$ cat config.mk
export PLATFORM = sky130hd
export DESIGN_NAME = qpht_ctrl
export DESIGN_NICKNAME = d
export VERILOG_FILES = /design/src/hw/rtl/qpht_pkg.sv /design/src/hw/rtl/qpht_ctrl.sv
export SDC_FILE = /design/constraint.sdc
export NUM_CORES = 1
export LEC_CHECK = 0
export ABC_AREA = 1
export BUFFER_PORTS_ARGS = -buffer_cell sky130_fd_sc_hd__buf_2
export CORE_AREA = 2 2 39 41
export CTS_BUF_LIST = sky130_fd_sc_hd__clkbuf_8
export DETAILED_ROUTE_END_ITERATION = 8
export DIE_AREA = 0 0 41 43
export PLACE_DENSITY = 0.8
export SYNTH_ARGS = -nofsm -noshare
export SYNTH_HDL_FRONTEND = slang
export SYNTH_SLANG_ARGS = --single-unit
$ cat constraint.sdc
create_clock -name i_clk -period 3.7 [get_ports i_clk]
set_input_delay 0.185 -clock i_clk [delete_from_list [all_inputs] [get_ports i_clk]]
set_output_delay 0.185 -clock i_clk [all_outputs]
set_load 0.03 [all_outputs]
$ cat src/hw/rtl/qpht_pkg.sv
// Package for the quadratic probe hash table: widths, codes and shared types.
// Used by the interfaces, the controller, the datapath and the top level.
`timescale 1ns / 1ps
package qpht_pkg;
    localparam int unsigned SLOT_DEPTH = 1024;
    localparam int unsigned SLOT_BITS  = 10;
    localparam int unsigned KEY_BITS   = 32;
    localparam int unsigned DATA_BITS  = 32;
    localparam int unsigned CFG_BITS   = 10;
    localparam int unsigned CNT_BITS   = 10;
    localparam int unsigned CFG_IDX_BITS = 1;

    localparam logic [CFG_IDX_BITS-1:0] CFG_TABLE_SIZE = 1'd0;
    localparam logic [CFG_IDX_BITS-1:0] CFG_LOAD_LIMIT = 1'd1;

    localparam logic OP_INSERT = 1'b0;
    localparam logic OP_REMOVE = 1'b1;

    localparam logic [1:0] ST_DONE      = 2'd0;
    localparam logic [1:0] ST_FULL      = 2'd1;
    localparam logic [1:0] ST_NOT_FOUND = 2'd2;

    typedef struct packed {
        logic opcode;
        logic [KEY_BITS-1:0]  key;
        logic [DATA_BITS-1:0] payload;
    } t_req;

    typedef struct packed {
        logic [1:0]           status;
        logic [SLOT_BITS-1:0] slot;
        logic [DATA_BITS-1:0] removed_payload;
        logic [CNT_BITS-1:0]  entry_count;
    } t_rsp;

    // controller -> datapath
    typedef struct packed {
        logic clr;       // clear one used bit after reset
        logic load;      // capture request, start modulo
        logic mod_step;  // one restoring-division bit
        logic rd;        // read slot at current position
        logic advance;   // move to next probe position
        logic wr_ins;    // write slot as insert
        logic wr_rem;    // clear slot
        logic fin_ok;    // build success response
        logic fin_fail;  // build failure response
    } t_cmd;

    // datapath -> controller
    typedef struct packed {
        logic clr_done;
        logic opcode;
        logic mod_last;
        logic hit;        // read slot satisfies the search
        logic probes_done;
        logic at_limit;
    } t_sts;
endpackage

$ cat src/hw/rtl/qpht_ctrl.sv
// Controller state machine for the hash table: sequences modulo, probes, writes.
// Depends on qpht_pkg; drives qpht_datapath.
`timescale 1ns / 1ps
module qpht_ctrl (
    input  logic           i_clk,
    input  logic           i_rst_n,
    input  logic           i_req_valid,
    output logic           o_req_ready,
    output logic           o_rsp_valid,
    input  logic           i_rsp_ready,
    input  qpht_pkg::t_sts i_sts,
    output qpht_pkg::t_cmd o_cmd
);
    typedef enum logic [7:0] {
        S_CLEAR = 8'b00000001,
        S_IDLE  = 8'b00000010,
        S_MOD   = 8'b00000100,
        S_READ  = 8'b00001000,
        S_CHECK = 8'b00010000,
        S_WRITE = 8'b00100000,
        S_FIN   = 8'b01000000,
        S_RESP  = 8'b10000000
    } t_state;

    t_state r_state, n_state;
    logic   r_ok, n_ok;

    always_comb begin
        n_state = r_state;
        n_ok = r_ok;
        o_cmd = '0;
        o_req_ready = (r_state == S_IDLE);
        o_rsp_valid = (r_state == S_RESP);
        unique case (r_state)
            S_CLEAR: begin
                o_cmd.clr = 1'b1;
                if (i_sts.clr_done) n_state = S_IDLE;
            end
            S_IDLE: begin
                if (i_req_valid) begin
                    o_cmd.load = 1'b1;
                    n_state = S_MOD;
                end
            end
            S_MOD: begin
                o_cmd.mod_step = 1'b1;
                if (i_sts.mod_last) begin
                    if (i_sts.opcode == qpht_pkg::OP_INSERT && i_sts.at_limit) begin
                        n_ok = 1'b0;
                        n_state = S_FIN;
                    end else n_state = S_READ;
                end
            end
            S_READ: begin
                o_cmd.rd = 1'b1;
                n_state = S_CHECK;
            end
            S_CHECK: begin
                if (i_sts.hit) n_state = S_WRITE;
                else if (i_sts.probes_done) begin
                    n_ok = 1'b0;
                    n_state = S_FIN;
                end else begin
                    o_cmd.advance = 1'b1;
                    n_state = S_READ;
                end
            end
            S_WRITE: begin
                o_cmd.wr_ins = (i_sts.opcode == qpht_pkg::OP_INSERT);
                o_cmd.wr_rem = (i_sts.opcode == qpht_pkg::OP_REMOVE);
                n_ok = 1'b1;
                n_state = S_FIN;
            end
            S_FIN: begin
                o_cmd.fin_ok = r_ok;
                o_cmd.fin_fail = !r_ok;
                n_state = S_RESP;
            end
            S_RESP: begin
                if (i_rsp_ready) n_state = S_IDLE;
            end
            default: n_state = S_IDLE;
        endcase
    end

    always_ff @(posedge i_clk) begin
        r_ok <= n_ok;
        if (!i_rst_n) r_state <= S_CLEAR;
        else r_state <= n_state;
    end
endmodule

# Yosys cells after proc, flatten, opt, wreduce, memory -nomap -nowiden
# Cells that the tools add are included.
[totals] regBits=9 inputBits=10
[classes] n_eq_ne=15 muxes=23 n_bitwise=1 reduce_logical=5
[ops] cell="$pmux 8 s8" count=1
[ops] cell="$mux 8" count=5
[ops] cell="$mux 7" count=2
[ops] cell="$mux 1" count=12
[ops] cell="$ne 2x2->1 const B" count=6
[ops] cell="$eq 8x1->1 const B" count=1
[ops] cell="$eq 8x2->1 const B" count=1
[ops] cell="$eq 8x3->1 const B" count=1
[ops] cell="$eq 8x4->1 const B" count=1
[ops] cell="$eq 8x5->1 const B" count=1
[ops] cell="$eq 8x6->1 const B" count=1
[ops] cell="$eq 8x7->1 const B" count=1
[ops] cell="$eq 8x8->1 const B" count=1
[ops] cell="$reduce_and 5->1" count=1
[ops] cell="$mux 2" count=2
[ops] cell="$reduce_and 4->1" count=1
[ops] cell="$pmux 1 s3" count=1
[ops] cell="$reduce_bool 3->1" count=1
[ops] cell="$ne 2x1->1 const B" count=1
[ops] cell="$logic_and 1x1->1" count=1
[ops] cell="$logic_not 1->1" count=1
[ops] cell="$not 1->1" count=1

# Logic depth before layout (Yosys ltp)
# Gate-level depths: netlist (run 1).
[logic_depth] depth_word=5 depth_mapped=10

# Worst setup path before layout (run 1)
# OpenSTA, ideal clock, no wires.
[synth_timing] kind="reg2out" startpoint="register r_state[7]" endpoint="output o_cmd[7] (netlist name)" arrival_time_ns=1.276 path_slack_ns=2.239 stages_incl_launch_ff=4 cell_sequence="dfxtp_1 nor2_4 nand2_4 nor3_1"
[synth_rtl] element="start: declaration" line="qpht_ctrl.sv:25" rtl="t_state r_state, n_state;"
[synth_rtl] element="start signal: assignment" line="qpht_ctrl.sv:89" rtl="else r_state <= n_state;"
[synth_rtl] element="end: declaration" line="qpht_ctrl.sv:12" rtl="output qpht_pkg::t_cmd o_cmd"

==> results of run 1 <==
[placed cells by master, fill, tap and decap left out]
cell	netlist	final
nand2_2	3	3
nand3_2	3	3
dfxtp_1	8	8
nor2_8	1	1
nor3_1	5	5
nand3b_4	1	1
inv_2	2	2
nand3_1	7	7
nand2_1	15	15
clkbuf_8	0	3
inv_1	17	18
a21oi_1	1	1
nor2_1	22	22
buf_2	0	20
o21ai_1	2	2
nor2_4	5	5
nor2_2	3	3
nand2_4	4	4
edfxtp_1	1	1
[layout make-up]
| cell class | instances | area, sq um | area share |
|---|---|---|---|
| multi-input cells | 72 | 423 | 0.498 |
| repair buffers | 20 | 100 | 0.118 |
| clock buffers | 3 | 41.3 | 0.0486 |
| clock inverters | 1 | 3.75 | 0.00442 |
| well taps | 16 | 20.0 | 0.0236 |
| inverters | 19 | 71.3 | 0.0839 |
| flip-flops and latches | 9 | 190 | 0.224 |
[power by group]
| group | switching, mW | internal (mW) | leakage, nW | total, mW |
|---|---|---|---|---|
| Sequential | 0.00624 | 0.104 | 0.0767 | 0.110 |
| Clock | 0.0375 | 0.0721 | 0.0269 | 0.110 |
| Combinational | 0.0494 | 0.0277 | 0.361 | 0.0771 |
[path summary, 6_finish.rpt]
check              from  slack, ns         end
max          r_state[1]       2.17    o_cmd[1]
min             i_rst_n       0.16  r_state[0]
max reg2reg  r_state[7]       2.37        r_ok
min reg2reg  r_state[3]       0.54  r_state[4]
[layer usage]
metal / global-route usage / wire [um] / up-vias
li1: - / - / 354
met1: 0.215 / 637 / 274
met2: 0.231 / 585 / 18
met3: 0.0471 / 61 / 2
met4: 0.0800 / 19 / 0
met5: 0 / 0 / -
[state kept, by name, summed over array words and instances (netlist names)]
signal and flops:
r_state 8, r_ok 1
[cell families (layout without fill, tap and decap cells)]
| family | after synthesis | after routing | synth area share |
|---|---|---|---|
| compound gates | 3 | 3 | 0.0219 |
| flops | 9 | 9 | 0.278 |
| buf+inv | 19 | 43 | 0.104 |
| simple gates | 69 | 69 | 0.596 |
[worst max-delay path, cell delays in order, from the launching register on]
cell and delay, ns:
dfxtp_1 0.36, nor2_4 0.15, nand2_4 0.09, nor2_1 0.16, inv_1 0.09, nor2_1 0.08, buf_2 0.19
==> results.txt, run 1 <==
----------------------------------------------------
[Synthesis]
  Number of standard cells after synthesis ... 100
  Share of synthesized area occupied by flip-flops and latches ... 0.278
  Synth Warn # ... 0
  Netlist area before placement ... 684 sq um
  Post-synth top area share ... 0.234
  Post-synth top cells ... 22 x nor2_1, 17 x inv_1, 15 x nand2_1
  Average cell area after synthesis ... 6.84 sq um
  Largest area contributor in the netlist ... dfxtp_1
  Number of enable-type register cells in the synthesized netlist ... 1
  Flip-flop and latch count after synthesis ... 9
  Cell with the most instances after synthesis ... nor2_1
  Cell variety after synth ... 17
  Proportion of synthesized flip-flops having asynchronous set or reset ... 0
  Synthesized netlist net count ... 110
  Top area cells in the synthesized netlist ... dfxtp_1 23%, nor2_1 12%, inv_1 9.3%, nand2_1 8.2%, nor2_4 8.2%
  Dominant register cell in the synthesized netlist ... dfxtp_1

[Clock tree]
  Clk Latency, worst-skew pair ... 0.23 ns
  Setup bufs post-CTS ... 0
  Number of gates resized after cts ... 0
  TritonCTS clock tree ... done
  Number of clock sinks ... 9
  Hold bufs inserted after CTS ... 0
  H-Tree Depth ... 1
  CTS clock-pin slew for the worst setup and hold paths ... 0.05 ns
  Num CTS Buffers ... 3
  Cell chosen for the clock root ... clkbuf_8
  Number of buffers between clock root and the deepest sink ... 2

[Final layout]
  Layout fillers ... 131
  Cell area after layout ... 850 sq um
  Antenna diode count ... 0
  Area added between synthesis and finish ... 24.1%
  Share of final-layout standard cells stronger than drive strength 1 ... 0.363
  Utilization after layout ... 0.614
  Layout net count ... 135
  Post-route insts no fill ... 140

[Timing]
  Total negative slack for setup checks ... 0 ns
  Max Transition Viols Final ... 0
  Max Clk Rate ... 655 MHz
  Unrepaired setup endpoints after global routing ... no
  Final hold violations ... 0
  Setup violators final ... 0
  Final worst path period need ... 1.53 ns
  Worst-case setup margin in the final layout ... 2.17 ns
  Max_slew headroom ... 0.859
  Worst Hold Margin ... 0.159 ns
  Clk_skew ... 0.00346 ns
  Final period utilization ... 0.413
  Transition time of the tightest slew-check pin ... 0.211 ns

[Hold path]
  Number of cells traversed by the worst hold path ... 2
  Path type of the worst min-delay path ... input pin to flop

[GRT]
  GRT Total Usage ... 0.162
  Remaining global-route overflow ... 0
  Vias in the first global route ... 530
  Wire length of the first global-routing pass ... 1950 um
  Number of antenna violations at the first check in global routing ... 0
  Maximum number of pins on one net before global-route repair ... 8

[Die]
  Number of ports placed on the die boundary ... 21
  Die Span X ... 41 um
  Site row count ... 14
  Overall die area ... 0.00176 sq mm
  Core region area ... 0.00138 sq mm
  Starting utilization of the core area ... 0.495
  Die height ... 43 um

[Power and ir drop]
  Leakage ... 0.465 nW
  Power consumption ... 297 uW
  P per Cell Area ... 349 mW/mm^2
  IR Drop Worst-Case VDD ... 0.168 mV

[Placement]
  PortBufs ... 20
  Placement-stage worst setup slack ... 2.37 ns
  Final estimated routing congestion in global placement ... 0.775
  Cell count after placement ... 136
  HPWL after DPL ... 1100 um
  Cell area after placement ... 805 sq um

[Critical path]
  Critical path startpoint category ... flop
  Crit path required time ... 3.51 ns
  Kind of end point of the critical path ... output port
  Largest fanout of any net on the critical path ... 5
  Start-to-end type of the worst setup path ... flop to output port
  CP arrival ... 1.34 ns
  Path depth of the worst reg2reg path ... 7

[Routing]
  Drt total wl ... 1300 um
  Antenna-violating nets left ... 0
  Number of optimization iterations in the first detailed-route pass ... 5
  Vias ... 648
  Avg Vias per Cell ... 4.63
  DRC Markers ... 0
  Routed wirelength normalized by instance count ... 9.31 um
  First-iteration detailed-routing DRC count ... 15

[Flow run]
  Max-Cap Viols ... 0

[Run status]
  Result of the run ... finished, final reports clean

----------------------------------------------------
No activity file was read; power rests on OpenSTA's default activity.
==> run 2, diff against run 1 <==
--- a/config.mk
+++ b/config.mk
@@ -5,13 +5,13 @@
 export SDC_FILE = /design/constraint.sdc
 export NUM_CORES = 1
 export LEC_CHECK = 0
-export ABC_AREA = 1
+export ABC_AREA = 0
 export BUFFER_PORTS_ARGS = -buffer_cell sky130_fd_sc_hd__buf_2
 export CORE_AREA = 2 2 39 41
 export CTS_BUF_LIST = sky130_fd_sc_hd__clkbuf_8
 export DETAILED_ROUTE_END_ITERATION = 8
 export DIE_AREA = 0 0 41 43
-export PLACE_DENSITY = 0.8
+export PLACE_DENSITY = 0.72
 export SYNTH_ARGS = -nofsm -noshare
 export SYNTH_HDL_FRONTEND = slang
 export SYNTH_SLANG_ARGS = --single-unit
==> constraint.sdc (replaced) <==
create_clock -name i_clk -period 1.6 [get_ports i_clk]
set_input_delay 0.08 -clock i_clk [delete_from_list [all_inputs] [get_ports i_clk]]
set_output_delay 0.08 -clock i_clk [all_outputs]
set_load 0.03 [all_outputs]
==> run 2 against run 1 <==
- non-clock buffer count rose by 5
- synthesized cell count fell by 36%
- total power rose by 110%
- clock skew fell by 0.0013 ns
- sequential cell count did not move
- register-to-register slack got worse by 2.3 ns
==> results.txt, run 2 <==
----------------------------------------------------
[Run status]
  Result of the run ... finished, final reports clean

[Synthesis]
  Cell variety after synth ... 32
  Number of standard cells after synthesis ... 64
  Dominant register cell in the synthesized netlist ... dfxtp_1
  Area share of and/or/nand/nor cells after synthesis ... 0.528
  Largest area contributor in the netlist ... dfxtp_1
  Adder-cell share of the synthesized area ... 0
  Synthesized netlist net count ... 74
  Top area cells in the synthesized netlist ... dfxtp_1 28%, nor4_4 7.3%, edfxtp_1 5.2%, nor2_1 5.2%, nor2b_1 3.2%
  Average cell area after synthesis ... 9.07 sq um
  Fraction of the mapped netlist area in compound gates ... 0.110
  Post-synth top cells ... 8 x dfxtp_1, 8 x nor2_1
  Main combinational cell family by area after synthesis ... simple AND/OR/NAND/NOR gates
  Synth Warn # ... 0
  Number of enable-type register cells in the synthesized netlist ... 1
  Share of synthesized area occupied by flip-flops and latches ... 0.328
  Post-synth top area share ... 0.276
  Multiplexer area fraction after synthesis ... 0
  Netlist area before placement ... 581 sq um
  Flip-flop and latch count after synthesis ... 9
  Proportion of synthesized flip-flops having asynchronous set or reset ... 0
  Synthesized-area fraction occupied by xor and xnor cells ... 0.0151

[Final layout]
  Layout fillers ... 128
  Share of final-layout standard cells stronger than drive strength 1 ... 0.462
  Layout net count ... 104
  Area added between synthesis and finish ... 45.0%
  Largest registers in the final layout ... r_state x8, r_ok x1
  Utilization after layout ... 0.608
  Antenna diode count ... 0
  Register containing the most flip-flops in the final layout ... r_state
  Combined area of the multi-input logic cells ... 400 sq um
  Register cell area after layout ... 195 sq um
  Cell area after layout ... 842 sq um
  Most frequent cells in the layout ... 13 x buf_2, 7 x nor2_1, 7 x buf_4, 6 x dfxtp_1
  Flip-flop count of the largest register after layout ... 8
  Most frequent standard cell in the layout excluding fill and tap cells ... buf_2

[Placement]
  Placement-stage worst setup slack ... 0.0653 ns
  Cell area after placement ... 708 sq um
  Final estimated routing congestion in global placement ... 0.730
  HPWL after DPL ... 1110 um
  PortBufs ... 20

[GRT]
  Met1 track demand over resource in global routing ... 0.211
  Met2 track demand over resource ... 0.300
  GRT Total Usage ... 0.180
  Vias in the first global route ... 551
  Number of antenna violations at the first check in global routing ... 0
  Remaining global-route overflow ... 0
  Maximum number of pins on one net before global-route repair ... 8
  Routing usage on met3 ... 0.0785
  Busiest metal layer after global routing ... met2
  Wire length of the first global-routing pass ... 2170 um

[Timing]
  Clk_skew ... 0.00213 ns
  Final period utilization ... 0.991
  Final hold violations ... 0
  Total negative slack for setup checks ... 0 ns
  Transition time of the tightest slew-check pin ... 0.380 ns
  Final worst path period need ... 1.59 ns
  Worst-case setup margin in the final layout ... 0.0143 ns
  Max Clk Rate ... 631 MHz
  Unrepaired setup endpoints after global routing ... yes
  Max Transition Viols Final ... 0
  Max_slew headroom ... 0.746
  Setup violators final ... 0

[Critical path]
  Startpoint of the most critical setup path ... r_state[1]
  Crit path required time ... 1.52 ns
  Highest-delay cell along the critical path ... dfxtp_4
  Start-to-end type of the worst setup path ... flop to output port
  Family with the most delay on the worst path ... simple AND/OR/NAND/NOR gates
  Kind of end point of the critical path ... output port
  Cells along the critical path ... nor4_4 > buf_4 > nand3_4 > nor2_2 > buf_6
  Beginning of the worst register-to-register path ... r_state[1]
  Largest fanout of any net on the critical path ... 7
  Critical path startpoint category ... flop
  CP arrival ... 1.51 ns
  Peak per-stage delay on the critical path ... 0.36 ns
  Bufs and invs on worst path ... 2

[Power and ir drop]
  IR Drop Worst-Case VDD ... 0.675 mV
  Leakage ... 0.403 nW
  Power consumption ... 617 uW
  P per Cell Area ... 733 mW/mm^2

[Clock tree]
  CTS clock-pin slew for the worst setup and hold paths ... 0.05 ns
  Clk Latency, worst-skew pair ... 0.23 ns
  Num CTS Buffers ... 3
  Number of buffers between clock root and the deepest sink ... 2
  H-Tree Depth ... 1
  Number of clock sinks ... 9
  Cell chosen for the clock root ... clkbuf_8
  Hold bufs inserted after CTS ... 0
  TritonCTS clock tree ... done

[Routing]
  Avg Vias per Cell ... 5.56
  First-iteration detailed-routing DRC count ... 5
  Vias ... 606
  Routed wirelength normalized by instance count ... 14.1 um
  Number of optimization iterations in the first detailed-route pass ... 4
  Antenna-violating nets left ... 0
  Drt total wl ... 1540 um
  DRC Markers ... 0

[Hold path]
  Path type of the worst min-delay path ... input pin to flop
  Worst min-delay path startpoint ... i_sts[5]

[Die]
  Die Span X ... 41 um
  Overall die area ... 0.00176 sq mm
  Site row count ... 14
  Die height ... 43 um
  Core region area ... 0.00138 sq mm
  Starting utilization of the core area ... 0.420
  Number of ports placed on the die boundary ... 21

[Flow run]
  Max-Cap Viols ... 0

----------------------------------------------------
==> run 2: cell count changes in the layout (fill, tap and decap cells not counted), sizes merged, moves of 4 or more <==
cell / before / now
inv: 20 / 4
buf: 20 / 24
and2: 0 / 4
nand2: 22 / 2
nand3: 10 / 3
nor3: 5 / 1
nor2: 31 / 8
==> run 2: path summary, 6_finish.rpt <==
check,endpoint,slack (ns),cells after the start
worst max-delay path,o_cmd[1],0.01,5
worst max register to register,r_state[1],0.07,6
worst min register to register,r_state[4],0.65,3
worst min-delay path,r_state[0],0.08,2
==> run 2: worst register-to-register path, cell delays in order, from the launching register on <==
cell and delay, ns:
dfxtp_4 0.36, nor4_4 0.33, buf_4 0.20, buf_4 0.11, nand3_1 0.07, o211ai_1 0.19
o21ai_0 0.14
==> run 2: layer usage <==
layer  vias to the layer above  wire length (um)
met1                       291               612
met4                         0                 0
li1                        295                 -
met5                         -                 0
met2                        20               842
met3                         0                87
==> run 2: cell type report <==
type / instances / share of cell area
clock buffer: 3 / 0.0490
clock inverter: 1 / 0.00446
inverter: 3 / 0.0134
multi-input combinational: 52 / 0.475
sequential: 9 / 0.232
tap: 16 / 0.0238
timing repair buffer: 25 / 0.202
==> run 2: through the flow <==
stage	instances	hold WS (ns)
6_report	109	0.0794
2_1_floorplan	64	0.156
3_3_place_gp	101	0.306
5_1_grt	109	0.0784
4_1_cts	109	0.0817
3_5_place_dp	101	0.322
==> run 2: kinds of logic after synthesis <==
| group | count (synthesis) |
|---|---|
| flops | 9 |
| xor+xnor | 1 |
| simple gates | 42 |
| compound gates | 9 |
| buf+inv | 3 |
==> run 2: where the power goes <==
group	total, mW	internal, mW	leakage [nW]	switching, mW
logic	0.106	0.0511	0.303	0.0552
clock network	0.257	0.167	0.0269	0.0902
registers	0.254	0.237	0.0732	0.0168
==> run 2: what timing repair did <==
item / in CTS / in global routing
setup endpoints to repair: 9 / 7
pin swaps: 2 / 3
resized for setup: 4 / 18
setup buffers: 4 / 0
